===== config.mk =====
export PLATFORM = sky130hd
export DESIGN_NAME = ipv4_header_checker_core
export DESIGN_NICKNAME = d
export VERILOG_FILES = /design/src/rtl/ipv4hc_pkg.sv /design/src/rtl/ipv4_header_checker_core.sv /design/src/rtl/ipv4hc_front.sv /design/src/rtl/ipv4hc_queue.sv /design/src/rtl/ipv4hc_back.sv
export SDC_FILE = /design/constraint.sdc
export NUM_CORES = 1
export LEC_CHECK = 0
export BUFFER_PORTS_ARGS = -buffer_cell sky130_fd_sc_hd__buf_2
export CAP_MARGIN = 15
export CELL_PAD_IN_SITES_DETAIL_PLACEMENT = 0
export CELL_PAD_IN_SITES_GLOBAL_PLACEMENT = 1
export CORE_MARGIN = 2
export CORE_UTILIZATION = 46
export CTS_CLUSTER_DIAMETER = 120
export CTS_CLUSTER_SIZE = 10
export DETAILED_ROUTE_END_ITERATION = 10
export PLACE_DENSITY = 0.78
export SLEW_MARGIN = 10
export SYNTH_ARGS = -nofsm -noshare
export SYNTH_HDL_FRONTEND = slang
export SYNTH_SLANG_ARGS = --single-unit

===== constraint.sdc =====
create_clock -name clk -period 5.8 [get_ports clk]
set_clock_uncertainty 0.1 [all_clocks]
set_input_delay 0.29 -clock clk [delete_from_list [all_inputs] [get_ports clk]]
set_output_delay 0.29 -clock clk [all_outputs]
set_load 0.01 [all_outputs]

===== src/rtl/ipv4hc_pkg.sv =====
// shared types, constants and codes for the ipv4 header checker
`timescale 1ns / 1ps

package ipv4hc_pkg;

    localparam int MAX_OPTIONS      = 40;
    localparam int MIN_HEADER_BYTES = 20;
    localparam int QUEUE_DEPTH      = 2;

    localparam logic [7:0]  OPT_END_OF_LIST  = 8'd0;
    localparam logic [7:0]  OPT_NO_OPERATION = 8'd1;
    localparam logic [5:0]  OPT_CURSOR_LIMIT = 6'd63;
    localparam logic [3:0]  IP_VERSION_4     = 4'd4;
    localparam logic [15:0] POS_LIMIT        = 16'hFFFF;
    localparam logic [15:0] CSUM_GOOD        = 16'hFFFF;
    localparam logic [15:0] FRAGMENT_OFFSET_MASK = 16'h1FFF;

    localparam logic [15:0] POS_TOTAL_LEN_LO = 16'd3;
    localparam logic [15:0] POS_FLAGS_LO     = 16'd7;
    localparam logic [15:0] POS_PROTOCOL     = 16'd9;

    typedef enum logic [2:0] {
        STATUS_OK        = 3'd0,
        STATUS_TRUNCATED = 3'd1,
        STATUS_NOT_IPV4  = 3'd2,
        STATUS_BAD_HLEN  = 3'd3,
        STATUS_SHORT     = 3'd4,
        STATUS_BAD_CSUM  = 3'd5
    } status_t;

    typedef enum logic [1:0] {
        NOTE_AGREE = 2'd0,
        NOTE_LONG  = 2'd1,
        NOTE_SHORT = 2'd2
    } length_note_t;

    typedef enum logic [1:0] {
        FRAG_WHOLE  = 2'd0,
        FRAG_FIRST  = 2'd1,
        FRAG_MIDDLE = 2'd2,
        FRAG_LAST   = 2'd3
    } frag_kind_t;

    typedef struct packed {
        logic [7:0] data_byte;
        logic       is_last;
    } data_word_t;

    typedef struct packed {
        status_t      status;
        length_note_t length_note;
        logic [5:0]   header_length;
        logic [15:0]  payload_length;
        logic [7:0]   protocol;
        logic [2:0]   frag_flags;
        logic [12:0]  fragment_offset;
        frag_kind_t   frag_kind;
        logic [5:0]   option_count;
        logic         option_error;
    } result_word_t;

    // raw facts of one finished datagram, handed from front to back
    typedef struct packed {
        logic [15:0] capture_length;
        logic [7:0]  version_ihl;
        logic [15:0] total_length;
        logic [15:0] flags_offset;
        logic [7:0]  protocol;
        logic [15:0] checksum_sum;
        logic [5:0]  options_walked;
        logic        option_fault;
    } summary_t;

endpackage


===== src/rtl/ipv4_header_checker_core.sv =====
// top level of the streaming ipv4 header checker
`timescale 1ns / 1ps

// Streaming IPv4 header checker. A captured datagram enters one byte per data
// word, header first, with is_last on its final captured byte; the block takes
// one byte every clock while data_stall is low, datagrams back to back, and
// needs no gap between them. The byte front end tracks position (saturating
// at 65535), latches the fixed header fields, folds the header words into a
// ones' complement sum and walks the option list. On the last byte it hands a
// summary into a two-entry queue; the back end turns that into one result
// word, registered onto the result port when the back end pops the queue
// head, which it does while its output is empty or not stalled. data_stall
// rises while the queue is full and then holds off whatever byte is offered;
// the queue only fills when the result port stalls across several datagrams.
// Verdicts go in priority order: truncated, not version 4, bad header
// length, length below header, bad checksum (the last only while
// checksum_check_enable is set, its reset value). For any status other than
// ok all other fields read zero. Write the enable only when the block is idle.

module ipv4_header_checker_core (
    input  logic                     clk,
    input  logic                     rst_n,
    // checksum check enable register
    input  logic                     cfg_write_enable,
    input  logic                     cfg_write_data,
    // byte stream
    input  logic                     data_valid,
    output logic                     data_stall,
    input  ipv4hc_pkg::data_word_t   data_word,
    // verdicts
    output logic                     result_valid,
    input  logic                     result_stall,
    output ipv4hc_pkg::result_word_t result_word
);
    import ipv4hc_pkg::*;

    logic     csum_enable_reg;
    logic     summary_push;
    summary_t summary;
    logic     head_valid;
    summary_t head_data;
    logic     queue_full;
    logic     pop;

    // config register, reset to checking on
    always_ff @(posedge clk or negedge rst_n)
    begin
        if (!rst_n)
        begin
            csum_enable_reg <= 1'b1;
        end
        else if (cfg_write_enable)
        begin
            csum_enable_reg <= cfg_write_data;
        end
    end

    // stall whenever no room for a summary, whichever byte is offered
    assign data_stall = queue_full;

    ipv4hc_front u_front (
        .clk          (clk),
        .rst_n        (rst_n),
        .data_valid   (data_valid),
        .data_word    (data_word),
        .queue_full   (queue_full),
        .summary_push (summary_push),
        .summary      (summary)
    );

    ipv4hc_queue u_queue (
        .clk        (clk),
        .rst_n      (rst_n),
        .push       (summary_push),
        .push_data  (summary),
        .pop        (pop),
        .head_valid (head_valid),
        .head_data  (head_data),
        .full       (queue_full)
    );

    ipv4hc_back u_back (
        .clk                   (clk),
        .rst_n                 (rst_n),
        .head_valid            (head_valid),
        .head_data             (head_data),
        .checksum_check_enable (csum_enable_reg),
        .result_stall          (result_stall),
        .pop                   (pop),
        .result_valid          (result_valid),
        .result_word           (result_word)
    );

    a_no_push_when_full: assert property (@(posedge clk) disable iff (!rst_n)
        queue_full |-> !summary_push)
        else $error("summary pushed into full queue");

endmodule


===== src/rtl/ipv4hc_front.sv =====
// byte front end: position, header field capture, checksum fold and option walk
`timescale 1ns / 1ps

module ipv4hc_front (
    input  logic                   clk,
    input  logic                   rst_n,
    input  logic                   data_valid,
    input  ipv4hc_pkg::data_word_t data_word,
    input  logic                   queue_full,
    output logic                   summary_push,
    output ipv4hc_pkg::summary_t   summary
);
    import ipv4hc_pkg::*;

    localparam logic [5:0] MAX_OPT_COUNT = 6'(MAX_OPTIONS);
    localparam logic [5:0] MIN_HDR       = 6'(MIN_HEADER_BYTES);

    logic [15:0] pos_reg, pos_next;
    logic [15:0] csum_reg, csum_next;
    logic [7:0]  hold_reg, hold_next;
    logic [7:0]  vi_reg, vi_next;
    logic [15:0] tlen_reg, tlen_next;
    logic [15:0] fo_reg, fo_next;
    logic [7:0]  proto_reg, proto_next;
    logic [5:0]  next_opt_reg, next_opt_next;
    logic [5:0]  walked_reg, walked_next;
    logic        await_reg, await_next;
    logic        stopped_reg, stopped_next;
    logic        fault_reg, fault_next;

    logic        accept;
    logic [7:0]  b;
    logic [5:0]  hlen;
    logic        in_header;
    logic [15:0] hdr_word;
    logic [16:0] sum_wide;
    logic [8:0]  cursor_sum;

    assign accept = data_valid && !queue_full;
    assign b      = data_word.data_byte;

    always_comb
    begin
        vi_next       = (pos_reg == 16'd0) ? b : vi_reg;
        hlen          = {vi_next[3:0], 2'b00};
        in_header     = pos_reg < {10'd0, hlen};
        hdr_word      = {hold_reg, b};
        tlen_next     = (pos_reg == POS_TOTAL_LEN_LO) ? hdr_word : tlen_reg;
        fo_next       = (pos_reg == POS_FLAGS_LO) ? hdr_word : fo_reg;
        proto_next    = (pos_reg == POS_PROTOCOL) ? b : proto_reg;
        hold_next     = b;

        // end-around carry fold on each completed header word
        sum_wide  = {1'b0, csum_reg} + {1'b0, hdr_word};
        csum_next = csum_reg;
        if (pos_reg[0] && in_header)
        begin
            csum_next = sum_wide[15:0] + {15'd0, sum_wide[16]};
        end

        next_opt_next = next_opt_reg;
        walked_next   = walked_reg;
        await_next    = await_reg;
        stopped_next  = stopped_reg;
        fault_next    = fault_reg;
        cursor_sum    = {3'd0, next_opt_reg} + {1'b0, b};
        if (pos_reg >= {10'd0, MIN_HDR} && in_header && !stopped_reg)
        begin
            if (await_reg)
            begin
                await_next = 1'b0;
                if (b < 8'd2)
                begin
                    stopped_next = 1'b1;
                    fault_next   = 1'b1;
                end
                else
                begin
                    next_opt_next = (cursor_sum > {3'd0, OPT_CURSOR_LIMIT}) ?
                                    OPT_CURSOR_LIMIT : cursor_sum[5:0];
                end
            end
            else if (pos_reg == {10'd0, next_opt_reg})
            begin
                if (walked_reg >= MAX_OPT_COUNT)
                begin
                    stopped_next = 1'b1;
                end
                else
                begin
                    walked_next = walked_reg + 6'd1;
                    if (b == OPT_END_OF_LIST)
                    begin
                        stopped_next = 1'b1;
                    end
                    else if (b == OPT_NO_OPERATION)
                    begin
                        next_opt_next = next_opt_reg + 6'd1;
                    end
                    else
                    begin
                        await_next = 1'b1;
                    end
                end
            end
        end

        pos_next = (pos_reg == POS_LIMIT) ? pos_reg : pos_reg + 16'd1;

        summary.capture_length = pos_next;
        summary.version_ihl    = vi_next;
        summary.total_length   = tlen_next;
        summary.flags_offset   = fo_next;
        summary.protocol       = proto_next;
        summary.checksum_sum   = csum_next;
        summary.options_walked = walked_next;
        summary.option_fault   = fault_next;
    end

    assign summary_push = accept && data_word.is_last;

    always_ff @(posedge clk or negedge rst_n)
    begin
        if (!rst_n)
        begin
            pos_reg      <= '0;
            csum_reg     <= '0;
            hold_reg     <= '0;
            vi_reg       <= '0;
            tlen_reg     <= '0;
            fo_reg       <= '0;
            proto_reg    <= '0;
            next_opt_reg <= MIN_HDR;
            walked_reg   <= '0;
            await_reg    <= 1'b0;
            stopped_reg  <= 1'b0;
            fault_reg    <= 1'b0;
        end
        else if (accept)
        begin
            if (data_word.is_last)
            begin
                pos_reg      <= '0;
                csum_reg     <= '0;
                hold_reg     <= '0;
                vi_reg       <= '0;
                tlen_reg     <= '0;
                fo_reg       <= '0;
                proto_reg    <= '0;
                next_opt_reg <= MIN_HDR;
                walked_reg   <= '0;
                await_reg    <= 1'b0;
                stopped_reg  <= 1'b0;
                fault_reg    <= 1'b0;
            end
            else
            begin
                pos_reg      <= pos_next;
                csum_reg     <= csum_next;
                hold_reg     <= hold_next;
                vi_reg       <= vi_next;
                tlen_reg     <= tlen_next;
                fo_reg       <= fo_next;
                proto_reg    <= proto_next;
                next_opt_reg <= next_opt_next;
                walked_reg   <= walked_next;
                await_reg    <= await_next;
                stopped_reg  <= stopped_next;
                fault_reg    <= fault_next;
            end
        end
    end

    a_clear_after_last: assert property (@(posedge clk) disable iff (!rst_n)
        summary_push |=> (pos_reg == 16'd0 && walked_reg == 6'd0 && !stopped_reg))
        else $error("front state not cleared after last byte");

    a_walk_bounded: assert property (@(posedge clk) disable iff (!rst_n)
        walked_reg <= MAX_OPT_COUNT)
        else $error("option count beyond maximum");

endmodule


===== src/rtl/ipv4hc_queue.sv =====
// short summary queue between front and back
`timescale 1ns / 1ps

module ipv4hc_queue (
    input  logic                 clk,
    input  logic                 rst_n,
    input  logic                 push,
    input  ipv4hc_pkg::summary_t push_data,
    input  logic                 pop,
    output logic                 head_valid,
    output ipv4hc_pkg::summary_t head_data,
    output logic                 full
);
    import ipv4hc_pkg::*;

    localparam int PTR_W = (QUEUE_DEPTH > 1) ? $clog2(QUEUE_DEPTH) : 1;
    localparam int CNT_W = $clog2(QUEUE_DEPTH + 1);
    localparam logic [PTR_W-1:0] LAST_PTR = PTR_W'(QUEUE_DEPTH - 1);
    localparam logic [CNT_W-1:0] DEPTH_CNT = CNT_W'(QUEUE_DEPTH);

    summary_t          store_reg [QUEUE_DEPTH];
    logic [PTR_W-1:0]  wr_ptr_reg, wr_ptr_next;
    logic [PTR_W-1:0]  rd_ptr_reg, rd_ptr_next;
    logic [CNT_W-1:0]  count_reg, count_next;
    logic              do_push, do_pop;

    assign head_valid = (count_reg != '0);
    assign full       = (count_reg == DEPTH_CNT);
    assign head_data  = store_reg[rd_ptr_reg];
    assign do_push    = push && !full;
    assign do_pop     = pop && head_valid;

    always_comb
    begin
        wr_ptr_next = wr_ptr_reg;
        rd_ptr_next = rd_ptr_reg;
        count_next  = count_reg;
        if (do_push)
        begin
            wr_ptr_next = (wr_ptr_reg == LAST_PTR) ? '0 : wr_ptr_reg + 1'b1;
        end
        if (do_pop)
        begin
            rd_ptr_next = (rd_ptr_reg == LAST_PTR) ? '0 : rd_ptr_reg + 1'b1;
        end
        if (do_push && !do_pop)
        begin
            count_next = count_reg + 1'b1;
        end
        else if (do_pop && !do_push)
        begin
            count_next = count_reg - 1'b1;
        end
    end

    always_ff @(posedge clk)
    begin
        if (do_push)
        begin
            store_reg[wr_ptr_reg] <= push_data;
        end
    end

    always_ff @(posedge clk or negedge rst_n)
    begin
        if (!rst_n)
        begin
            wr_ptr_reg <= '0;
            rd_ptr_reg <= '0;
            count_reg  <= '0;
        end
        else
        begin
            wr_ptr_reg <= wr_ptr_next;
            rd_ptr_reg <= rd_ptr_next;
            count_reg  <= count_next;
        end
    end

    a_count_bounded: assert property (@(posedge clk) disable iff (!rst_n)
        count_reg <= DEPTH_CNT)
        else $error("queue count beyond depth");

    a_push_lands: assert property (@(posedge clk) disable iff (!rst_n)
        (do_push && !do_pop) |=> head_valid)
        else $error("queue empty after push");

endmodule


===== src/rtl/ipv4hc_back.sv =====
// verdict back end: checks in priority order and holds the result word
`timescale 1ns / 1ps

module ipv4hc_back (
    input  logic                     clk,
    input  logic                     rst_n,
    input  logic                     head_valid,
    input  ipv4hc_pkg::summary_t     head_data,
    input  logic                     checksum_check_enable,
    input  logic                     result_stall,
    output logic                     pop,
    output logic                     result_valid,
    output ipv4hc_pkg::result_word_t result_word
);
    import ipv4hc_pkg::*;

    localparam logic [15:0] MIN_HDR16 = 16'(MIN_HEADER_BYTES);

    logic         valid_reg, valid_next;
    result_word_t word_reg, word_next;
    logic [5:0]   hlen;
    logic [15:0]  hlen16;
    logic [15:0]  eff;
    status_t      status;
    length_note_t note;
    logic         more_frags;
    logic         offset_nz;
    frag_kind_t   kind;

    assign pop = head_valid && (!valid_reg || !result_stall);

    always_comb
    begin
        hlen   = {head_data.version_ihl[3:0], 2'b00};
        hlen16 = {10'd0, hlen};
        status = STATUS_OK;
        note   = NOTE_AGREE;
        eff    = head_data.total_length;
        if (head_data.capture_length < MIN_HDR16)
        begin
            status = STATUS_TRUNCATED;
        end
        else if (head_data.version_ihl[7:4] != IP_VERSION_4)
        begin
            status = STATUS_NOT_IPV4;
        end
        else if (hlen16 < MIN_HDR16)
        begin
            status = STATUS_BAD_HLEN;
        end
        else
        begin
            if (head_data.total_length > head_data.capture_length)
            begin
                note = NOTE_LONG;
                eff  = head_data.capture_length;
            end
            else if (head_data.total_length < head_data.capture_length)
            begin
                note = NOTE_SHORT;
            end
            if (eff < hlen16)
            begin
                status = STATUS_SHORT;
            end
            else if (checksum_check_enable && head_data.checksum_sum != CSUM_GOOD)
            begin
                status = STATUS_BAD_CSUM;
            end
        end

        more_frags = head_data.flags_offset[13];
        offset_nz  = (head_data.flags_offset & FRAGMENT_OFFSET_MASK) != 16'd0;
        case ({more_frags, offset_nz})
            2'b00:   kind = FRAG_WHOLE;
            2'b10:   kind = FRAG_FIRST;
            2'b11:   kind = FRAG_MIDDLE;
            2'b01:   kind = FRAG_LAST;
            default: kind = FRAG_WHOLE;
        endcase

        word_next        = '0;
        word_next.status = status;
        if (status == STATUS_OK)
        begin
            word_next.length_note     = note;
            word_next.header_length   = hlen;
            word_next.payload_length  = eff - hlen16;
            word_next.protocol        = head_data.protocol;
            word_next.frag_flags      = head_data.flags_offset[15:13];
            word_next.fragment_offset = head_data.flags_offset[12:0];
            word_next.frag_kind       = kind;
            word_next.option_count    = head_data.options_walked;
            word_next.option_error    = head_data.option_fault;
        end

        valid_next = valid_reg;
        if (pop)
        begin
            valid_next = 1'b1;
        end
        else if (!result_stall)
        begin
            valid_next = 1'b0;
        end
    end

    always_ff @(posedge clk)
    begin
        if (pop)
        begin
            word_reg <= word_next;
        end
    end

    always_ff @(posedge clk or negedge rst_n)
    begin
        if (!rst_n)
        begin
            valid_reg <= 1'b0;
        end
        else
        begin
            valid_reg <= valid_next;
        end
    end

    assign result_valid = valid_reg;
    assign result_word  = word_reg;

    a_bad_has_no_fields: assert property (@(posedge clk) disable iff (!rst_n)
        (valid_reg && word_reg.status != STATUS_OK) |->
        (word_reg.header_length == 6'd0 && word_reg.payload_length == 16'd0
         && word_reg.option_count == 6'd0))
        else $error("rejected datagram carries decoded fields");

    a_ok_header_min: assert property (@(posedge clk) disable iff (!rst_n)
        (valid_reg && word_reg.status == STATUS_OK) |->
        ({10'd0, word_reg.header_length} >= MIN_HDR16))
        else $error("accepted datagram with short header");

endmodule

==> impl_metrics.csv <==
group,metric,value,unit
final_layout,stdcell_area,18800,sq um
yosys,ys_ff_latch,341,
run_status,violations,"DRC",
sta,max_freq,184,MHz
sta,finalSetupViolCount,0,
hold_path,hp-class,"in -> reg",
yosys,yosys_warnings,0,
run,cap_violations,0,
final_layout,nets,1500,
pwr,irDropWorstVdd,309,uV
yosys,synthTopCellsByArea,"edfxtp_1 42%, dfrtp_1 16%, ha_1 4.3%",
clock_tree,clockBufferDepth,3,
routing,final_antenna_net_count,0,
routing,wl_per_cell,19.6,um
pwr,power.leakage,7.60,nW
global_route,antenna_found_initial,1,
worst_setup_path,critPathBufInv,2,
clock_tree,cts_tree,"done",
final_layout,fin_util,52.6,%
pwr,p_total,8.99,mW
floorplanning,fp.dieW,194,um
global_route,grt_use_total,20.0,%
global_route,grt.overflow.total,0,
sta,drv_slew,0,
yosys,synth_ff_type,"edfxtp_1",
sta,hold_violations,0,
yosys,synth_async_sr_flop_share,32.0,%
worst_setup_path,cp-start-kind,"flip-flop",
sta,fin_crit_sh,93.6,%
sta,worst_pin_slew,0.945,ns
worst_setup_path,crit_required,6.08,ns
clock_tree,root_buffer,"clkbuf_16",
clock_tree,clk_latency,0.55,ns
routing,dr.pass1.iters,8,
yosys,synth_cell_type_count,74,
routing,drc,10,
yosys,ys_seq_area_share,58.2,%
sta,max_slew_margin,37.0,%
worst_setup_path,cp_data_arrival_time,5.71,ns
global_route,grt_pass1_wl,59800,um
floorplanning,dieArea,37800,sq um
final_layout,diodes,0,
final_layout,areaGrowthSynthToFinish,12.5,%
yosys,yosys.area.top_type,"edfxtp_1",
yosys,syn-mean-instance-area,12.4,sq um
yosys,synth.most_common_cell,"edfxtp_1",
routing,routed_via_density,5.68,
placed_design,place.gp.congestion,0.878,
yosys,synth_top_area_share,41.8,%
worst_setup_path,worst-path-max-fanout,20,
global_route,grt_max_degree,65,
routing,drtIter0Drc,670,
floorplanning,die_h,194,um
floorplanning,rows,69,
yosys,syn_inst,1346,
floorplanning,io_pins,77,
clock_tree,cts-resized-gates,0,
sta,worst_slack,0.372,ns
final_layout,largest_reg_flops,174,
sta,tns,0,ns
floorplanning,initial_core_util,46.7,%
yosys,synth_edf_count,232,
worst_setup_path,cpMaxStageDelayCell,"dfrtp_4",
clock_tree,h-tree-depth,2,
global_route,first_global_vias,10700,
worst_setup_path,path_cells,"mux2i_1 > inv_1 > ha_1 > nand4_1 > or2_2 > nor2_1 > o21ai_0 > o211a_1 > nor2_2 > buf_4 > mux2i_1 > ha_1 > a21o_1 > a21o_1 > or2_2 > nor3_1 > nand3_1 > xnor2_1 > a211oi_1",
routing,via_count,10900,
placed_design,port_buffers,74,
placed_design,place_hpwl,25400,um
placed_design,place_area,17500,sq um
clock_tree,cts.sink_count,341,
pwr,powerDensity,480,nW/um^2
yosys,synthTopCellsByCount,"232 x edfxtp_1, 119 x nor2_1, 106 x dfrtp_1",
worst_setup_path,slowest_delay,0.65,ns
clock_tree,cts_buffers,40,
worst_setup_path,cp_top_family,"simple AND/OR/NAND/NOR gates",
worst_setup_path,criticalPathCategory,"reg -> reg",
clock_tree,clk_pin_slew,0.06,ns
yosys,netlist_area,16700,sq um
final_layout,drive_gt1_share,15.6,%
sta,rsz0062_at_grt,"false",
sta,finalWorstPathRequiredPeriod,5.43,ns
placed_design,pre_cts_ws,0.242,ns
run_status,status,"finished with violations",
floorplanning,coreArea,35700,sq um
worst_setup_path,cp-end-kind,"flip-flop",
routing,routed_wl,37600,um
## final timing paths
check                      slack, ns                     end                from  depth (start not counted)
min in group asynchronous       0.33     u_front.csum_reg[7]               rst_n                          2
min                             0.06     u_front.hold_reg[4]        data_word[5]                          3
min reg2reg                     0.40       u_front.vi_reg[3]   u_front.vi_reg[3]                          2
max reg2reg                     0.37  u_back.result_word[47]  u_queue.rd_ptr_reg                         19
max                             0.37  u_back.result_word[47]  u_queue.rd_ptr_reg                         19
max in group asynchronous       4.02      u_queue.rd_ptr_reg               rst_n                          3
## report_power, final
| group | total [mW] | switching, mW | internal [mW] |
|---|---|---|---|
| clock | 2.29 | 0.971 | 1.31 |
| combinational | 3.06 | 1.85 | 1.21 |
| sequential | 3.65 | 0.360 | 3.29 |
## routing by layer
metal	vias to the layer above	wire [um]	track usage (%)
li1	5180	-	-
met1	5341	17900	29.0
met2	299	16900	31.1
met3	65	1900	3.21
met4	0	877	6.04
met5	-	0	0
## final cells by class
cell class	instances	area (sq um)
Clock buffer	70	1110
Clock inverter	4	75.1
Fill cell	3029	16900
Inverter	36	135
Multi-Input combinational cell	906	6540
Sequential cell	341	9700
Tap cell	461	577
Timing Repair Buffer	100	611
## metrics by stage
stage,std cells,hold WS (ns)
after floorplan,1347,-0.106
after global placement,1839,0.361
after detailed placement,1839,0.380
after CTS,1917,0.0387
after global routing,1918,0.0620
final,1918,0.0563
## tightest hold or removal path, stage by stage
cell and delay, ns:
buf_2 0.20, nand3b_1 0.12, nand2_1 0.05
## cells in the final DEF (no fill, tap or decap), types with 5 or more instances in the layout
master,count
o21ai_0,51
and2_1,5
buf_2,73
nor4_1,12
o22ai_1,13
o31ai_1,5
nand3b_1,8
xor2_1,24
buf_4,21
mux2_2,45
a211oi_1,10
or3_1,8
mux2i_1,70
nor2_1,117
nor3_1,25
mux2_4,10
or2_2,5
clkbuf_1,30
nand2_1,99
nand4_1,19
nand3_1,25
ha_1,57
a31oi_1,5
nor3b_1,6
edfxtp_1,232
inv_1,35
o21ai_1,6
a22o_1,63
o21a_1,8
nor2b_1,6
xnor2_1,49
a21o_1,19
dfrtp_1,105
clkbuf_16,40
nand2b_1,12
a21oi_1,47
## cell families after synthesis
kind of cell | synth area share [%]
simple gates | 11.6
flops | 58.2
compound gates | 10.7
mux | 8.21
buf+inv | 2.78
xor+xnor | 3.84
fa+ha+maj | 4.64
other cells | 0.0225
## timing repair
item                       CTS  global route
hold endpoints to repair    60             0
setup endpoints to repair    0             1
buffers inserted             0             1
hold buffers                 4             0
Power figures use the tool's default switching activity.
